--- config.mk ---
export PLATFORM = sky130hd
export DESIGN_NAME = fraction_reduce_mul_div_flat
export DESIGN_NICKNAME = d
export VERILOG_FILES = /design/src/hw/rtl/frm_pkg.sv /design/src/hw/rtl/frm_if.sv /design/src/hw/rtl/frm_datapath.sv /design/src/hw/rtl/frm_ctrl.sv /design/src/hw/rtl/fraction_reduce_mul_div.sv /design/src/flat_wrapper.sv
export SDC_FILE = /design/constraint.sdc
export NUM_CORES = 2
export LEC_CHECK = 0
export BUFFER_PORTS_ARGS = -buffer_cell sky130_fd_sc_hd__buf_2
export CAP_MARGIN = 40
export CORE_ASPECT_RATIO = 1.1
export CORE_MARGIN = 3
export CORE_UTILIZATION = 30
export DETAILED_ROUTE_END_ITERATION = 8
export GPL_TIMING_DRIVEN = 0
export PLACE_DENSITY = 0.44
export RECOVER_POWER = 25
export SYNTH_ARGS = -nofsm -noshare
export SYNTH_HDL_FRONTEND = slang
export SYNTH_HIERARCHICAL = 1
export SYNTH_SLANG_ARGS = --single-unit
--- constraint.sdc ---
create_clock -name i_clk -period 30.7 [get_ports i_clk]
set_input_delay 0 -clock i_clk [delete_from_list [all_inputs] [get_ports i_clk]]
set_output_delay 0 -clock i_clk [all_outputs]
set_load 0.1 [all_outputs]
--- src/hw/rtl/frm_pkg.sv ---
// package: widths, action codes, divider operand sources and controller/datapath bundles of the fraction unit
`timescale 1ns / 1ps
`default_nettype none
package frm_pkg;

    localparam int DataWidth = 32;
    localparam int ResWidth  = 64;

    // action codes
    localparam logic [1:0] ActReduce = 2'd0;
    localparam logic [1:0] ActMul    = 2'd1;
    localparam logic [1:0] ActDiv    = 2'd2;

    // divider operand sources
    localparam logic [1:0] SrcEuclid = 2'd0;
    localparam logic [1:0] SrcQuoNum = 2'd1;
    localparam logic [1:0] SrcQuoDen = 2'd2;

    typedef struct packed {
        logic       load;
        logic       div_start;
        logic [1:0] div_src;
        logic       euc_update;
        logic       store_qn;
        logic       store_qd;
        logic       mul_num;
        logic       mul_den;
        logic       set_zero;
        logic       set_err;
    } t_ctrl_cmd;

    typedef struct packed {
        logic       x_zero;
        logic       y_zero;
        logic       div_busy;
        logic [1:0] action;
    } t_dp_stat;

endpackage
`default_nettype wire

--- src/hw/rtl/frm_if.sv ---
// item channel interfaces: input fractions and result
`timescale 1ns / 1ps
`default_nettype none
interface frm_in_if import frm_pkg::*; #(
    parameter int DW = DataWidth
) ();
    logic          valid;
    logic          ready;
    logic [1:0]    action;
    logic [DW-1:0] a_num;
    logic [DW-1:0] a_den;
    logic [DW-1:0] b_num;
    logic [DW-1:0] b_den;

    modport source (output valid, action, a_num, a_den, b_num, b_den, input ready);
    modport sink   (input valid, action, a_num, a_den, b_num, b_den, output ready);
endinterface

interface frm_out_if import frm_pkg::*; ();
    logic                valid;
    logic                ready;
    logic [ResWidth-1:0] res_num;
    logic [ResWidth-1:0] res_den;
    logic                div_error;

    modport source (output valid, res_num, res_den, div_error, input ready);
    modport sink   (input valid, res_num, res_den, div_error, output ready);
endinterface
`default_nettype wire

--- src/hw/rtl/frm_datapath.sv ---
// datapath: operand registers, bit-serial divider, shared multiplier, result registers
`timescale 1ns / 1ps
`default_nettype none
module frm_datapath import frm_pkg::*; #(
    parameter int DATA_WIDTH = DataWidth
) (
    input  wire logic                  i_clk,
    input  wire logic                  i_rst_n,
    input  wire t_ctrl_cmd             i_cmd,
    input  wire logic [1:0]            i_action,
    input  wire logic [DATA_WIDTH-1:0] i_a_num,
    input  wire logic [DATA_WIDTH-1:0] i_a_den,
    input  wire logic [DATA_WIDTH-1:0] i_b_num,
    input  wire logic [DATA_WIDTH-1:0] i_b_den,
    output t_dp_stat                   o_stat,
    output logic [ResWidth-1:0]        o_res_num,
    output logic [ResWidth-1:0]        o_res_den,
    output logic                       o_div_error
);
    localparam int W  = DATA_WIDTH;
    localparam int CW = $clog2(W + 1);

    logic [1:0]             r_action;
    logic signed [W-1:0]    r_an, r_ad, r_bn, r_bd, r_x, r_y;
    logic [ResWidth-1:0]    r_rn, r_rd;
    logic                   r_err;

    logic [W-1:0]           r_rem, r_quo, r_dvsr;
    logic                   r_dnd_neg, r_q_neg;
    logic [CW-1:0]          r_cnt;

    logic signed [W-1:0]    dnd, dvs;
    logic [W-1:0]           dnd_mag, dvs_mag;
    logic [W:0]             trial, diff;
    logic                   ge;
    logic signed [W-1:0]    rem_s;
    logic [ResWidth-1:0]    quo_ext, quo_s;
    logic signed [W-1:0]    mul_a, mul_b;
    logic signed [2*W-1:0]  prod;

    // divider operand select
    always_comb begin
        case (i_cmd.div_src)
            SrcQuoNum: begin dnd = r_an; dvs = r_x; end
            SrcQuoDen: begin dnd = r_ad; dvs = r_x; end
            default:   begin dnd = r_x;  dvs = r_y; end
        endcase
        dnd_mag = dnd[W-1] ? W'(-dnd) : dnd;
        dvs_mag = dvs[W-1] ? W'(-dvs) : dvs;
    end

    // one restoring step on magnitudes
    assign trial = {r_rem, r_quo[W-1]};
    assign diff  = trial - {1'b0, r_dvsr};
    assign ge    = ~diff[W];

    // truncating signs: remainder follows dividend, quotient the sign product
    assign rem_s   = r_dnd_neg ? W'(-$signed(r_rem)) : $signed(r_rem);
    assign quo_ext = ResWidth'(r_quo);
    assign quo_s   = r_q_neg ? ResWidth'(-quo_ext) : quo_ext;

    // shared multiplier, operands by action
    always_comb begin
        mul_a = i_cmd.mul_num ? r_an : r_ad;
        if (i_cmd.mul_num) begin
            mul_b = (r_action == ActMul) ? r_bn : r_bd;
        end else begin
            mul_b = (r_action == ActMul) ? r_bd : r_bn;
        end
        prod = mul_a * mul_b;
    end

    // divider control
    always_ff @(posedge i_clk) begin
        if (!i_rst_n) begin
            r_cnt <= '0;
        end else if (i_cmd.div_start) begin
            r_cnt <= CW'(W);
        end else if (r_cnt != '0) begin
            r_cnt <= r_cnt - 1'b1;
        end
    end

    // divider payload
    always_ff @(posedge i_clk) begin
        if (i_cmd.div_start) begin
            r_rem     <= '0;
            r_quo     <= dnd_mag;
            r_dvsr    <= dvs_mag;
            r_dnd_neg <= dnd[W-1];
            r_q_neg   <= dnd[W-1] ^ dvs[W-1];
        end else if (r_cnt != '0) begin
            r_rem <= ge ? diff[W-1:0] : trial[W-1:0];
            r_quo <= {r_quo[W-2:0], ge};
        end
    end

    // operand and euclid registers
    always_ff @(posedge i_clk) begin
        if (i_cmd.load) begin
            r_action <= i_action;
            r_an     <= i_a_num;
            r_ad     <= i_a_den;
            r_bn     <= i_b_num;
            r_bd     <= i_b_den;
            r_x      <= i_a_num;
            r_y      <= i_a_den;
        end else if (i_cmd.euc_update) begin
            r_x <= r_y;
            r_y <= rem_s;
        end
    end

    // result registers
    always_ff @(posedge i_clk) begin
        if (i_cmd.load) begin
            r_err <= 1'b0;
        end else if (i_cmd.set_zero) begin
            r_rn  <= '0;
            r_rd  <= '0;
            r_err <= i_cmd.set_err;
        end else begin
            if (i_cmd.store_qn) r_rn <= quo_s;
            if (i_cmd.store_qd) r_rd <= quo_s;
            if (i_cmd.mul_num)  r_rn <= ResWidth'(prod);
            if (i_cmd.mul_den)  r_rd <= ResWidth'(prod);
        end
    end

    assign o_stat.x_zero   = (r_x == '0);
    assign o_stat.y_zero   = (r_y == '0);
    assign o_stat.div_busy = (r_cnt != '0);
    assign o_stat.action   = r_action;
    assign o_res_num       = r_rn;
    assign o_res_den       = r_rd;
    assign o_div_error     = r_err;
endmodule
`default_nettype wire

--- src/hw/rtl/frm_ctrl.sv ---
// controller: sequences euclid steps, quotients and products for one item
`timescale 1ns / 1ps
`default_nettype none
module frm_ctrl import frm_pkg::*; (
    input  wire logic     i_clk,
    input  wire logic     i_rst_n,
    input  wire logic     i_in_valid,
    output logic          o_in_ready,
    output logic          o_out_valid,
    input  wire logic     i_out_ready,
    input  wire t_dp_stat i_stat,
    output t_ctrl_cmd     o_cmd
);
    localparam logic [3:0] S_IDLE = 4'd0;
    localparam logic [3:0] S_DISP = 4'd1;
    localparam logic [3:0] S_ECHK = 4'd2;
    localparam logic [3:0] S_EDIV = 4'd3;
    localparam logic [3:0] S_QN   = 4'd4;
    localparam logic [3:0] S_QD   = 4'd5;
    localparam logic [3:0] S_MUL1 = 4'd6;
    localparam logic [3:0] S_MUL2 = 4'd7;
    localparam logic [3:0] S_OUT  = 4'd8;

    logic [3:0] r_state, n_state;

    // state register
    always_ff @(posedge i_clk) begin
        if (!i_rst_n) begin
            r_state <= S_IDLE;
        end else begin
            r_state <= n_state;
        end
    end

    // next state and commands
    always_comb begin
        n_state     = r_state;
        o_cmd       = '0;
        o_in_ready  = 1'b0;
        o_out_valid = 1'b0;
        case (r_state)
            S_IDLE: begin
                o_in_ready = 1'b1;
                if (i_in_valid) begin
                    o_cmd.load = 1'b1;
                    n_state    = S_DISP;
                end
            end
            S_DISP: begin
                case (i_stat.action)
                    ActReduce: n_state = S_ECHK;
                    ActMul, ActDiv: n_state = S_MUL1;
                    default: begin
                        o_cmd.set_zero = 1'b1;
                        n_state        = S_OUT;
                    end
                endcase
            end
            // euclid loop: stop once the divisor is zero
            S_ECHK: begin
                if (i_stat.y_zero) begin
                    if (i_stat.x_zero) begin
                        o_cmd.set_zero = 1'b1;
                        o_cmd.set_err  = 1'b1;
                        n_state        = S_OUT;
                    end else begin
                        o_cmd.div_start = 1'b1;
                        o_cmd.div_src   = SrcQuoNum;
                        n_state         = S_QN;
                    end
                end else begin
                    o_cmd.div_start = 1'b1;
                    o_cmd.div_src   = SrcEuclid;
                    n_state         = S_EDIV;
                end
            end
            S_EDIV: begin
                o_cmd.div_src = SrcEuclid;
                if (!i_stat.div_busy) begin
                    o_cmd.euc_update = 1'b1;
                    n_state          = S_ECHK;
                end
            end
            S_QN: begin
                if (!i_stat.div_busy) begin
                    o_cmd.store_qn  = 1'b1;
                    o_cmd.div_start = 1'b1;
                    o_cmd.div_src   = SrcQuoDen;
                    n_state         = S_QD;
                end
            end
            S_QD: begin
                if (!i_stat.div_busy) begin
                    o_cmd.store_qd = 1'b1;
                    n_state        = S_OUT;
                end
            end
            S_MUL1: begin
                o_cmd.mul_num = 1'b1;
                n_state       = S_MUL2;
            end
            S_MUL2: begin
                o_cmd.mul_den = 1'b1;
                n_state       = S_OUT;
            end
            S_OUT: begin
                o_out_valid = 1'b1;
                if (i_out_ready) begin
                    n_state = S_IDLE;
                end
            end
            default: begin
                n_state = S_IDLE;
            end
        endcase
    end
endmodule
`default_nettype wire

--- src/hw/rtl/fraction_reduce_mul_div.sv ---
// Fraction unit: reduces a/b by gcd (truncating Euclid, so a negative gcd flips both
// signs; both zero gives div_error with a 0/0 result), or forms the unreduced 64-bit
// products for multiply and divide; action code 3 returns 0/0. One item is in flight
// at a time and the input is not ready until the result has been taken. Multiply and
// divide pass through a dispatch state and then the numerator and denominator multiply
// states before the result is valid. Reduce time is set by the bit-serial divider, one
// quotient bit per cycle, which runs once per euclid remainder step and then once each
// for the two quotients, with at most about 45 euclid steps for 32-bit operands.
`timescale 1ns / 1ps
`default_nettype none
module fraction_reduce_mul_div import frm_pkg::*; #(
    parameter int DATA_WIDTH = DataWidth
) (
    input  wire logic  i_clk,
    input  wire logic  i_rst_n,
    frm_in_if.sink     i_item,
    frm_out_if.source  o_item
);
    t_ctrl_cmd cmd;
    t_dp_stat  stat;

    // sequencing
    frm_ctrl u_ctrl (
        .i_clk       (i_clk),
        .i_rst_n     (i_rst_n),
        .i_in_valid  (i_item.valid),
        .o_in_ready  (i_item.ready),
        .o_out_valid (o_item.valid),
        .i_out_ready (o_item.ready),
        .i_stat      (stat),
        .o_cmd       (cmd)
    );

    // arithmetic
    frm_datapath #(
        .DATA_WIDTH (DATA_WIDTH)
    ) u_dp (
        .i_clk       (i_clk),
        .i_rst_n     (i_rst_n),
        .i_cmd       (cmd),
        .i_action    (i_item.action),
        .i_a_num     (i_item.a_num),
        .i_a_den     (i_item.a_den),
        .i_b_num     (i_item.b_num),
        .i_b_den     (i_item.b_den),
        .o_stat      (stat),
        .o_res_num   (o_item.res_num),
        .o_res_den   (o_item.res_den),
        .o_div_error (o_item.div_error)
    );
endmodule
`default_nettype wire

--- src/flat_wrapper.sv ---
// flat-port wrapper written by rule: the top's interface ports become plain ports
module fraction_reduce_mul_div_flat import frm_pkg::*;
#(
    parameter int DATA_WIDTH = DataWidth
)
  (i_clk, i_rst_n, i_item_valid, i_item_action, i_item_a_num, i_item_a_den, i_item_b_num, i_item_b_den, i_item_ready, o_item_valid, o_item_res_num, o_item_res_den, o_item_div_error, o_item_ready);
  frm_in_if i_item_i ();
  frm_out_if o_item_i ();
  input  wire logic i_clk;
  input  wire logic i_rst_n;
  input wire logic [$bits(i_item_i.valid)-1:0] i_item_valid;
  input wire logic [$bits(i_item_i.action)-1:0] i_item_action;
  input wire logic [$bits(i_item_i.a_num)-1:0] i_item_a_num;
  input wire logic [$bits(i_item_i.a_den)-1:0] i_item_a_den;
  input wire logic [$bits(i_item_i.b_num)-1:0] i_item_b_num;
  input wire logic [$bits(i_item_i.b_den)-1:0] i_item_b_den;
  output wire logic [$bits(i_item_i.ready)-1:0] i_item_ready;
  output wire logic [$bits(o_item_i.valid)-1:0] o_item_valid;
  output wire logic [$bits(o_item_i.res_num)-1:0] o_item_res_num;
  output wire logic [$bits(o_item_i.res_den)-1:0] o_item_res_den;
  output wire logic [$bits(o_item_i.div_error)-1:0] o_item_div_error;
  input wire logic [$bits(o_item_i.ready)-1:0] o_item_ready;
  assign i_item_i.valid = i_item_valid;
  assign i_item_i.action = i_item_action;
  assign i_item_i.a_num = i_item_a_num;
  assign i_item_i.a_den = i_item_a_den;
  assign i_item_i.b_num = i_item_b_num;
  assign i_item_i.b_den = i_item_b_den;
  assign i_item_ready = i_item_i.ready;
  assign o_item_valid = o_item_i.valid;
  assign o_item_res_num = o_item_i.res_num;
  assign o_item_res_den = o_item_i.res_den;
  assign o_item_div_error = o_item_i.div_error;
  assign o_item_i.ready = o_item_ready;
  fraction_reduce_mul_div #(.DATA_WIDTH(DATA_WIDTH)) u_core (.i_clk(i_clk), .i_rst_n(i_rst_n), .i_item(i_item_i), .o_item(o_item_i));
endmodule
## Word level (Yosys, flattened, before mapping)

Index checks and enable logic that the tools add are counted.

- Word-level logic and storage cells: 115
- Flip-flop bits (word level): 431
- Input bits: 134

- Bitwise gates (word level): 4
- Mux-type cells: 52
- Reductions and logical operators: 16
- Eq/ne operators: 17
- $add $sub $neg: 6
- $mul: 1

Operator list:

| cell | count |
|---|---|
| $mux W32 | 14 |
| $mux W64 | 5 |
| $neg A32 Y32 | 3 |
| $logic_not A32 Y1 | 2 |
| $mul A32 B32 Y64 | 1 |
| $neg A32 Y64 | 1 |
| $pmux W32 S2 | 1 |
| $pmux W4 S9 | 1 |
| $sub A33 B32 Y33 | 1 |
| $mux W31 | 1 |
| $mux W4 | 7 |
| $eq A4 B3 Y1 const B | 4 |
| $mux W1 | 12 |
| $mux W6 | 2 |
| $ne A2 B2 Y1 const B | 5 |
| $mux W3 | 3 |
| $eq A4 B2 Y1 const B | 2 |
| $pmux W4 S2 | 1 |
| $reduce_bool A3 Y1 | 2 |
| $reduce_bool A6 Y1 | 1 |
| $reduce_or A2 Y1 | 3 |
| $sub A6 B1 Y6 const B | 1 |
| $reduce_and A5 Y1 | 1 |
| $eq A2 B1 Y1 const B | 2 |
| other kinds (13) | 20 |

## Logic depth before layout (Yosys ltp)

- Word-level depth: 9
- Gate-level depth with buffers: 35
- Gate-level depth less buffers: 31

## Hierarchy

Netlist, hierarchy kept.

Modules (own cells, without submodules):

| module | sequential area each (µm²) | cells an instance | area an instance (µm²) | instances |
|---|---|---|---|---|
| frm_datapath | 12431.9 | 5842 | 57611.5 | 1 |
| frm_ctrl | 80.1 | 61 | 496.7 | 1 |

## Worst setup path after synthesis

OpenSTA, ideal clock, no wires.

- Path kind: register -> register
- Start point: register u_core.u_ctrl.r_state[2]
- End point: register u_core.u_dp.r_rd[62] (netlist: u_core/u_dp/o_res_den[62]) (data pin)
- Cell stages (with the launch flop): 35
- Setup time: 265 ps
- Path buffers: 5
- Required time: 30435 ps
- Clock period less this slack: 10020 ps
- Path slack: 20680 ps
- Arrival: 9755 ps
- Cell sequence: dfxtp_1 buf_6 nand2_1 nor3_1 clkbuf_1 xnor2_1 clkbuf_1 mux2_2 clkbuf_1 nand2_1 inv_1 fa_1 fa_1 fa_1 fa_1 inv_1 fa_1 inv_1 fa_1 inv_1 fa_1 inv_1 fa_1 ha_1 clkbuf_1 a21o_1 a21o_1 a21oi_1 o21a_1 o21ai_0 a211oi_1 o21ba_2 a21oi_1 a311oi_1 o21ai_1

RTL lines:

| element | RTL line | text |
|---|---|---|
| start, declared | frm_ctrl.sv:24 | `logic [3:0] r_state, n_state;` |
| start signal, assigned | frm_ctrl.sv:31 | `r_state <= n_state;` |
| end signal, assigned | frm_datapath.sv:124 | `if (i_cmd.store_qd) r_rd <= quo_s;` |
| end signal, assigned | frm_datapath.sv:126 | `if (i_cmd.mul_den) r_rd <= ResWidth'(prod);` |
| end, declared | frm_datapath.sv:25 | `logic [ResWidth-1:0] r_rn, r_rd;` |

==> reports/qor.yml <==
timing:
  slew_violations: 0
  rsz0062_at_grt: "no"
  relSlewSlack_pct: 15.4
  period_minus_slack_ns: 12.86
  fin_crit_sh_pct: 41.9
  max_freq_mhz: 77.8
  hold_viol: 0
  fin_skew_ns: 0.0233
  tightest_slew_ns: 1.28
  setup_violations: 0
  setup-tns-final_ns: 0
critical_path:
  cpLargestDelayFamily: "adder cells"
  end_kind: "flop"
  cp.arrival_ns: 13.28
  crit_path_max_incr_delay_ns: 0.86
  critPathKind: "reg2reg"
  crit_path_top_delay_cell: "fa_1"
  cp-start-kind: "flop"
  cp_common_cell: "fa_1"
  cp.required_ns: 31.12
  cp_num_buf_inv: 14
  worstPathMaxFanout: 10
floorplan:
  die_h_um: 468
  die_area_sq_um: 199000
  placementRows: 168
  io_pins: 265
  start_util_pct: 30.3
  die_w_um: 426
  core_area_sq_um: 191000
detailed_routing:
  viasPerCell: 5.05
  drcViolationCount: 0
  vias: 46000
  first_pass_iters: 6
  drt_iter0_markers: 3458
  drtAntennaViolNets: 0
  wl_per_cell_um: 27.2
  wl_um: 248000
synth:
  ys_ff_latch: 431
  syn_nets: 7345
  ys.flop_type: "edfxtp_1"
  avgSynthCellArea_sq_um: 9.84
  async_flop_share_pct: 0
  synth_edf_count: 388
  syn_area_sq_um: 58100
  yosys_warnings: 6
  synth_seq_area_share_pct: 21.5
  syn_inst: 5903
  synth.distinct_cells: 103
cells_and_area:
  final_common_cell: "fa_1"
  multiInputGateArea_sq_um: 40800
  mostFrequentLayoutCells: "fa_1, inv_1, nor2_1"
  drive_above_1_share_pct: 7.71
  area_growth_pct: 16.2
  fillers: 19800
  seqCellArea_sq_um: 12500
  layout.nets: 7963
flow_run:
  drv_cap: 0
clock_network:
  cts_inserted_buffers: 51
  ctsResizeCount: 0
  clkSinkCount: 431
  clk_latency_ns: 0.69
  post-cts-setup-buffer-count: 0
  root_buffer: "clkbuf_16"
  htreeDepth: 2
  cts_tree: "done"
  clkTransAtPathRegs_ns: 0.06
  clock_path_buffers: 3
  hold_buffers: 182
placement:
  io_buffers: 264
  hpwl_um: 213000
  routabilityCongestion: 0.965
hold_path:
  hold_path.class: "in2reg"
run_status:
  outcome: "finished, final reports clean"
global_routing:
  antenna_found_initial: 14
  grt_max_degree: 64
  grt_pass1_vias: 49500
  grt.total_usage_pct: 24.9
  overflow: 0
  grt_pass1_wl_um: 354000
registers in the layout, indices dropped and copies added (netlist names), 2 cells and up:
name / count
u_core/u_dp/r_quo: 32
u_core/u_dp/r_ad: 32
u_core/u_dp/r_bn: 32
u_core/u_dp/r_cnt: 6
u_core/u_ctrl/r_state: 4
u_core/u_dp/r_action: 2
u_core/u_dp/o_res_den: 64
u_core/u_dp/r_x: 32
u_core/u_dp/r_rem: 32
u_core/u_dp/r_an: 32
u_core/u_dp/r_bd: 32
u_core/u_dp/r_dvsr: 32
u_core/u_dp/o_res_num: 64
u_core/u_dp/r_y: 32
cell families (layout without fill, tap and decap cells):
logic type	after synthesis	after routing	share of synthesized area, %
muxes	195	195	3.56
xor gates and xnor gates	216	216	3.26
other	0	3	0
DFF	431	431	21.5
AOI/OAI and AO/OA	742	742	8.46
buffers and inverters	1282	1942	8.46
adders and majority gates	1308	1308	42.2
and+or+nand+nor	1729	1729	12.6
layout make-up:
type,count,area share (%)
tap,2550,4.73
clock buffer,65,2.09
buffer,284,1.74
multi-input combinational,4190,60.5
clock inverter,30,0.443
sequential,431,18.5
antenna,3,0.0111
inverter,998,5.55
timing repair buffer,565,6.46
layer usage:
layer,GRT usage [%],wire [um],vias to the layer above
met5,0,9,-
met4,14.9,18000,2
met3,2.91,12000,472
met2,43.9,124000,1594
met1,29.0,93900,24000
li1,-,-,20000
stage by stage:
| step | hold slack, ns | instances | setup WS, ns | utilization (%) | cell area (sq um) |
|---|---|---|---|---|---|
| 2_1_floorplan | 0.0989 | 5903 | 20.68 | - | 58100 |
| 3_3_place_gp | 0.177 | 8717 | 14.67 | 32.7 | 62600 |
| 3_5_place_dp | 0.178 | 8835 | 17.87 | 33.5 | 64200 |
| 4_1_cts | 0.000605 | 9112 | 17.86 | 35.4 | 67700 |
| 5_1_grt | 0.0209 | 9114 | 17.26 | 35.3 | 67500 |
| 6_report | 0.0486 | 9116 | 17.84 | 35.3 | 67500 |
synthesized netlist by cell type (all sizes together), types with 21 or more instances:
library cell,n,area (sq um)
nor2b,28,183
buf,52,289
mux2i,102,1020
o31ai,30,249
xor2,104,911
nand3,36,180
o21a,21,158
a31oi,23,180
edfxtp,388,11700
nor4,26,190
a211oi,81,638
clkbuf,232,881
nand2b,33,214
nand2,645,2420
or2,25,159
o21ai,204,1040
xnor2,112,981
dfxtp,43,861
fa,1083,21700
nor3,46,263
a221o,25,250
and3,23,144
nand4,24,150
inv,995,3730
a21oi,185,930
ha,225,2820
nor2,779,2930
a21o,52,394
mux2,93,1050
worst paths after layout:
check                                                          endpoint                                  start  slack, ns  cells after the start
worst max-delay path            u_core/u_dp/o_res_den[62]$_SDFFCE_PP0P_  u_core/u_ctrl/r_state[2]$_SDFFE_PN0P_      17.84                     38
worst min-delay path                     u_core/u_dp/r_bd[25]$_DFFE_PP_                       i_item_b_den[25]       0.05                      2
worst max register to register  u_core/u_dp/o_res_den[62]$_SDFFCE_PP0P_  u_core/u_ctrl/r_state[2]$_SDFFE_PN0P_      17.84                     38
worst min register to register        u_core/u_dp/r_cnt[4]$_SDFFE_PP0P_      u_core/u_dp/r_cnt[5]$_SDFFE_PN0P_       0.50                      2
Power is not shown: default switching activity piles up to over one toggle a cycle in this logic, so the estimate is an artifact.
